`src/hdl/gdcsc_div.sv`:
```
// Pipelined restoring divider: one quotient bit per register stage.
// Standalone; the divisor must stay stable while items are in flight.
module gdcsc_div #(
   parameter int DIVIDEND_W = 24,
   parameter int DIVISOR_W  = 9,
   parameter int SIDE_W     = 1
) (
   input  logic                  clock,
   input  logic                  reset,
   input  logic                  in_valid,
   input  logic [DIVIDEND_W-1:0] in_dividend,
   input  logic [DIVISOR_W-1:0]  divisor,
   input  logic [SIDE_W-1:0]     in_side,
   output logic                  out_valid,
   output logic [DIVIDEND_W-1:0] out_quotient,
   output logic [DIVISOR_W-1:0]  out_remainder,
   output logic [SIDE_W-1:0]     out_side
);

   logic [DIVIDEND_W-1:0] vld_ff;
   logic [DIVISOR_W-1:0]  rem_ff   [DIVIDEND_W];
   logic [DIVIDEND_W-1:0] work_ff  [DIVIDEND_W];
   logic [SIDE_W-1:0]     side_ff  [DIVIDEND_W];
   logic [DIVISOR_W-1:0]  rem_src  [DIVIDEND_W];
   logic [DIVIDEND_W-1:0] work_src [DIVIDEND_W];
   logic [DIVISOR_W-1:0]  rem_in   [DIVIDEND_W];
   logic [DIVIDEND_W-1:0] work_in  [DIVIDEND_W];

   // Each stage shifts in the next dividend bit and subtracts when it fits.
   always_comb begin
      logic [DIVISOR_W:0] trial;
      logic               fits;
      rem_src[0]  = '0;
      work_src[0] = in_dividend;
      for (int st = 1; st < DIVIDEND_W; st++) begin
         rem_src[st]  = rem_ff[st-1];
         work_src[st] = work_ff[st-1];
      end
      for (int st = 0; st < DIVIDEND_W; st++) begin
         trial = {rem_src[st], work_src[st][DIVIDEND_W-1]};
         fits  = trial >= {1'b0, divisor};
         if (fits) begin
            rem_in[st] = DIVISOR_W'(trial - {1'b0, divisor});
         end else begin
            rem_in[st] = trial[DIVISOR_W-1:0];
         end
         work_in[st] = {work_src[st][DIVIDEND_W-2:0], fits};
      end
   end

   always_ff @(posedge clock) begin
      if (reset) begin
         vld_ff <= '0;
      end else begin
         vld_ff <= {vld_ff[DIVIDEND_W-2:0], in_valid};
      end
   end

   always_ff @(posedge clock) begin
      side_ff[0] <= in_side;
      for (int st = 1; st < DIVIDEND_W; st++) begin
         side_ff[st] <= side_ff[st-1];
      end
      for (int st = 0; st < DIVIDEND_W; st++) begin
         rem_ff[st]  <= rem_in[st];
         work_ff[st] <= work_in[st];
      end
   end

   assign out_valid     = vld_ff[DIVIDEND_W-1];
   assign out_quotient  = work_ff[DIVIDEND_W-1];
   assign out_remainder = rem_ff[DIVIDEND_W-1];
   assign out_side      = side_ff[DIVIDEND_W-1];

endmodule

```
`config.mk`:
```
export PLATFORM = sky130hd
export DESIGN_NAME = gdcsc_div
export DESIGN_NICKNAME = d
export VERILOG_FILES = /design/src/hdl/gdcsc_div.sv
export SDC_FILE = /design/constraint.sdc
export NUM_CORES = 1
export LEC_CHECK = 0
export BUFFER_PORTS_ARGS = -buffer_cell sky130_fd_sc_hd__buf_4
export CAP_MARGIN = 20
export CORE_UTILIZATION = 55
export DETAILED_ROUTE_END_ITERATION = 10
export PLACE_DENSITY = 0.74
export SYNTH_ARGS = -nofsm -noshare
export SYNTH_HDL_FRONTEND = slang
export SYNTH_SLANG_ARGS = --single-unit
```
`constraint.sdc`:
```
create_clock -name clock -period 2.9 [get_ports clock]
set_input_delay 0.145 -clock clock [delete_from_list [all_inputs] [get_ports clock]]
set_output_delay 0.145 -clock clock [all_outputs]
set_load 0.05 [all_outputs]
```
==> results.txt, run 1 <==
Post-synthesis register bit count: 840
Initial Util: 56.0%
Routed WL: 51.2 mm
Fmax: 0.391 GHz
Vias/cell: 5.27
Cell count after synthesis: 2,362
RSZ-0062 raised after global routing: false
LEAKAGE: 14.7 nW
Hold Vio Cnt, Final: 0
ANT nets after route: 0
CP Capture Type: flop
Largest net degree at the start of global routing: 31
FP Rows: 83
Worst R2R End: rem_ff[1][39]
Final min period: 2560 ps
Max VDD drop: 0.000622 V
Dpl hpwl: 34.1 mm
Min-delay src: divisor[0]
Number of synthesized flops with an enable pin: 0
# diodes: 0
Setup TNS: 0 ps
Sw Ratio: 31.5%
Synth unique cells: 74
Flop-to-flop setup slack: 340 ps
Clk pin slew, worst setup/hold paths: 60 ps
TritonCTS clock tree: done
Routed len/inst: 15.5 µm
Synthesized area: 0.0288 mm²
Num CTS Buffers: 79
Seq/Total Area, Yosys: 58.3%
Max-cap violations: 0
Clk root buf: clkbuf_16
Setup CP Type: flop to flop
Placed cells: 3,120
Slew headroom: 65.2%
Part of the cycle the worst path needs: 88.2%
Worst hold stages: 3
Placer's final routability congestion estimate: 0.873
Worst slack, placed: 168 ps
Status: finished, final reports clean
Final slew viol count: 0
P&R area growth vs syn: 16.4%
Htree depth: 3
Sequential group share of total power: 39.3%
Startpoint types: flop
Grt total ovfl: 0
Post-Layout Cell Count: 3,293
Net Sw Power: 12.6 mW
Yosys warns: 0
Post-layout instance area: 0.0336 mm²
Synthesized Nets: 2,631
GR Util All Layers: 19.6%
Die area: 0.0533 mm²
Layout Nets: 2,821
Pre-antenna DRT Iters: 5
Most frequent cells in the layout: dfxtp_1, ha_1, a21oi_1
Worst Path Max Fanout: 9
Vias in the first global route: 17,600
Logic pwr share: 33.9%
CP required: 3400 ps
DR iter-0 viols: 919
Die X: 231 µm
I/O Pins: 72
DP Area: 0.0305 mm²
Buffers added on ports: 71
Setup Viol. Count Final: 0
Worst-Margin Slew: 509 ps
GR Layer Usage met2: 33.2%
Chip height: 231 µm
Most common cell after layout, fill and taps aside: dfxtp_1
Busiest layer in global routing: met2
# clock sinks: 840
Primary FF master, synth: dfxtp_1
Avg Cell Area, Syn: 12.2 µm²
Hold Path Sink: rem_ff[1][36]
Path depth of the worst reg2reg path: 9
Worst Path Arrival: 3050 ps
DR vias: 17,400
Worst-Skew Late Latency: 610 ps
Initial antenna violation count: 0
Fin util: 65.2%
Drt drc: 0
Deepest clock path buffer count: 3
Hold Path Class: primary input to flop
First-pass GRT wire length: 84.6 mm
Clk pwr share: 26.8%
Setup skew after layout: 17.0 ps
R2r startpoint: work_ff[1][95]
Met3 Use GR: 3.22%
Core ar.: 0.0515 mm²
Fin worst setup slack: 343 ps
Met1 Use GR: 24.7%
Int Power: 27.4 mW
Post-synth ARST share: 0%
Cell area power density: 1190 mW/mm²
Layout cells sized above 1: 13.3%
-- how the worst max path moves through the flow --
stage | depth (start not counted) | end | slack, ps | from
after global routing | 9 | rem_ff[1][42] | 210 | work_ff[1][95]
final | 9 | rem_ff[1][39] | 340 | work_ff[1][95]
after global placement | 10 | rem_ff[1][57] | 230 | divisor[0]
after CTS | 9 | rem_ff[1][39] | 340 | work_ff[1][95]
after detailed placement | 10 | rem_ff[1][58] | 170 | divisor[0]
after floorplan | 8 | rem_ff[1][37] | -100 | divisor[1]
-- power groups by stage --
stage | combinational, mW | sequential (mW) | clock (mW)
after floorplan | 10.9 | 15.5 | 0
after global routing | 15.0 | 16.0 | 11.5
after global placement | 13.0 | 16.0 | 0
after CTS | 13.5 | 15.8 | 11.0
final | 13.6 | 15.7 | 10.7
after detailed placement | 13.3 | 16.0 | 0
-- routing by layer --
| layer | routed length [µm] | vias up |
|---|---|---|
| met2 | 24400 | 365 |
| met3 | 2110 | 108 |
| met5 | 0 | - |
| li1 | - | 8709 |
| met4 | 1420 | 0 |
| met1 | 23300 | 8183 |
-- critical path, stage by stage (launching register included) --
cell	delay, ps
dfxtp_1	320
inv_1	70
ha_1	160
inv_1	60
fa_2	390
a21o_1	210
a221oi_4	350
a21oi_2	130
or2_1	410
mux2_4	350
-- kinds of logic (layout without fill, tap and decap cells) --
| family | Yosys count | after routing | share of synthesized area, % |
|---|---|---|---|
| DFF | 840 | 840 | 58.3 |
| xor gates and xnor gates | 112 | 112 | 3.40 |
| and+or+nand+nor | 396 | 396 | 7.16 |
| muxes | 164 | 164 | 6.68 |
| adders and majority gates | 232 | 232 | 10.7 |
| buffers and inverters | 163 | 414 | 2.69 |
| AOI/OAI and AO/OA | 455 | 455 | 11.1 |
-- per-stage QoR --
step / power, mW / hold slack, ps
3_5_place_dp: 29.3 / 251
6_report: 40.0 / 99.3
2_1_floorplan: 26.4 / 173
5_1_grt: 42.5 / 91.5
4_1_cts: 40.3 / 67.3
3_3_place_gp: 29.0 / 249
-- state kept, by name, indices dropped and copies added, names as in the netlist --
| signal | flops |
|---|---|
| work_ff | 576 |
| rem_ff | 216 |
| side_ff | 24 |
| vld_ff | 24 |
-- synth_stat cells, drive strengths merged (11+ instances only) --
cell	instances	area, µm²
o211a	11	110
a31oi	11	68.8
inv	113	424
o21ai	74	408
ha	209	2620
a211oi	13	97.6
nand4	11	68.8
mux2	140	1690
dfxtp	840	16800
a21oi	131	674
mux2i	24	240
fa	23	460
nand3	76	385
a221oi	25	314
and3	21	151
o2111ai	11	96.3
o31ai	13	97.6
buf	40	314
nor3	31	155
xor2	42	368
nor2	96	368
a21o	52	390
o21a	17	128
o211ai	22	165
nor2b	48	308
xnor2	70	613
nand2	53	199
nand2b	23	144
-- cell type report --
type,count,area [µm²]
inverters,113,428
clock inverters,33,505
multi-input cells,1359,11300
well taps,680,851
fillers,3878,17900
clock buffers,109,2290
flip-flops and latches,840,16800
repair buffers,159,1400
-- repair_timing --
item / CTS / global route
endpoints found under the setup margin: 0 / 0
resized for setup: 0 / 0
hold buffers: 31 / 0
endpoints found under the hold margin: 57 / 0
buffers inserted: 0 / 0
(Power assumes the default switching activity.)
==> run 2: changes to the inputs <==
CORE_MARGIN = 3   (was unset)
CTS_CLUSTER_DIAMETER = 150   (was unset)
==> run 2 against run 1 <==
Net effect:
- clock power about the same
- combinational power about the same
- sequential cell count unchanged
- via count down 1.1%
- non-clock buffer count down 35
- critical path type is now primary input to flop
==> results.txt, run 2 (synthesized netlist as in run 1, its figures left out) <==
Htree depth: 3
Largest net degree at the start of global routing: 26
Final min period: 2560 ps
Pre-antenna DRT Iters: 5
Worst hold margin: 146 ps
TritonCTS clock tree: done
RSZ-0062 raised after global routing: false
Hold buffers post-CTS: 31
Max-cap violations: 0
DR vias: 17,200
Post-CTS resize count: 0
Num CTS Buffers: 79
Die area: 0.0552 mm²
Max FFs per register: 576
First-pass GRT wire length: 82.5 mm
Cell area power density: 1190 mW/mm²
Largest Register: work_ff
Setup Viol. Count Final: 0
Worst Path Max Fanout: 16
Chip height: 235 µm
LEAKAGE: 14.6 nW
Buffers added on ports: 71
CP Capture Type: flop
DR iter-0 viols: 896
Drt drc: 0
Part of the cycle the worst path needs: 88.2%
Slew headroom: 52.4%
Worst-Margin Slew: 695 ps
GR Util All Layers: 17.9%
Biggest regs: work_ff (576), rem_ff (216)
Grt total ovfl: 0
Die X: 235 µm
ANT nets after route: 0
Startpoint types: primary input
Worst slack, placed: 267 ps
Tot Pwr: 39.8 mW
Initial Util: 55.8%
Placed cells: 3,085
FP Rows: 83
Layout Nets: 2,786
Deepest clock path buffer count: 3
Routed len/inst: 15.1 µm
CP required: 3380 ps
# clock sinks: 840
Setup skew after layout: 15.2 ps
Most frequent cells in the layout: dfxtp_1, ha_1, a21oi_1
# diodes: 0
Hold Path Class: primary input to flop
Most common cell after layout, fill and taps aside: dfxtp_1
Fmax: 0.391 GHz
Fin util: 64.5%
P&R area growth vs syn: 15.6%
Layout cells sized above 1: 12.2%
I/O Pins: 72
Setup CP Type: primary input to flop
Vias/cell: 5.27
Placer's final routability congestion estimate: 0.844
Vias in the first global route: 17,300
Post-Layout Cell Count: 3,259
Max VDD drop: 0.000556 V
Status: finished, final reports clean
Final slew viol count: 0
Routed WL: 49.4 mm
Worst Path Arrival: 3040 ps
Core ar.: 0.0516 mm²
Fin worst setup slack: 343 ps
Clk root buf: clkbuf_16
Initial antenna violation count: 0
Worst-Skew Late Latency: 610 ps
# fillers: 3,879
Dpl hpwl: 32.5 mm
Hold Vio Cnt, Final: 0
Post-CTS Setup Bufs: 0
Clk pin slew, worst setup/hold paths: 60 ps
run 2: metal layers:
metal | part of all wire (%) | vias up | GRT usage (%)
met5 | 0 | - | 0
met4 | 3.1 | 0 | 6.71
met3 | 4.1 | 130 | 3.59
met2 | 47 | 358 | 30.1
met1 | 46 | 8009 | 22.7
li1 | - | 8670 | -
run 2: through the flow:
step                cell area, µm²  TNS [ps]
CTS                          33300         0
finish                       33300         0
detailed placement           30200         0
global route                 33300         0
floorplan                    28900     -1810
global placement             30200         0
run 2: power breakdown:
part           internal [mW]  switching [mW]  leakage (nW)  total, mW
logic                   6.25            7.05          6.17       13.3
clock network           6.57            4.17          1.39       10.7
registers               14.5            1.20          7.02       15.7
total                   27.4            12.4          14.6       39.8
run 2: final timing paths:
path | depth (start not counted) | slack (ps) | to | from
setup / recovery | 9 | 340 | rem_ff[2][16] | divisor[6]
setup reg to reg | 9 | 420 | rem_ff[2][21] | work_ff[2][47]
hold / removal | 4 | 150 | rem_ff[0][27] | divisor[0]
hold reg to reg | 0 | 320 | work_ff[0][25] | work_ff[0][0]
run 2: layout make-up:
type,count,area (µm²),share of cell area [%]
Clock buffer,109,2350,7.04
Clock inverter,34,462,1.39
Inverter,113,428,1.28
Multi-Input combinational cell,1359,11300,33.8
Sequential cell,840,16800,50.5
Tap cell,680,851,2.55
Timing Repair Buffer,124,1130,3.40
run 2: critical path: stages:
cell and delay, ps:
dlygate4sd3_1 540, buf_4 150, inv_1 290, buf_12 250, ha_1 330, a21o_1 230
a2111oi_0 650, a211oi_1 110, mux2_1 330
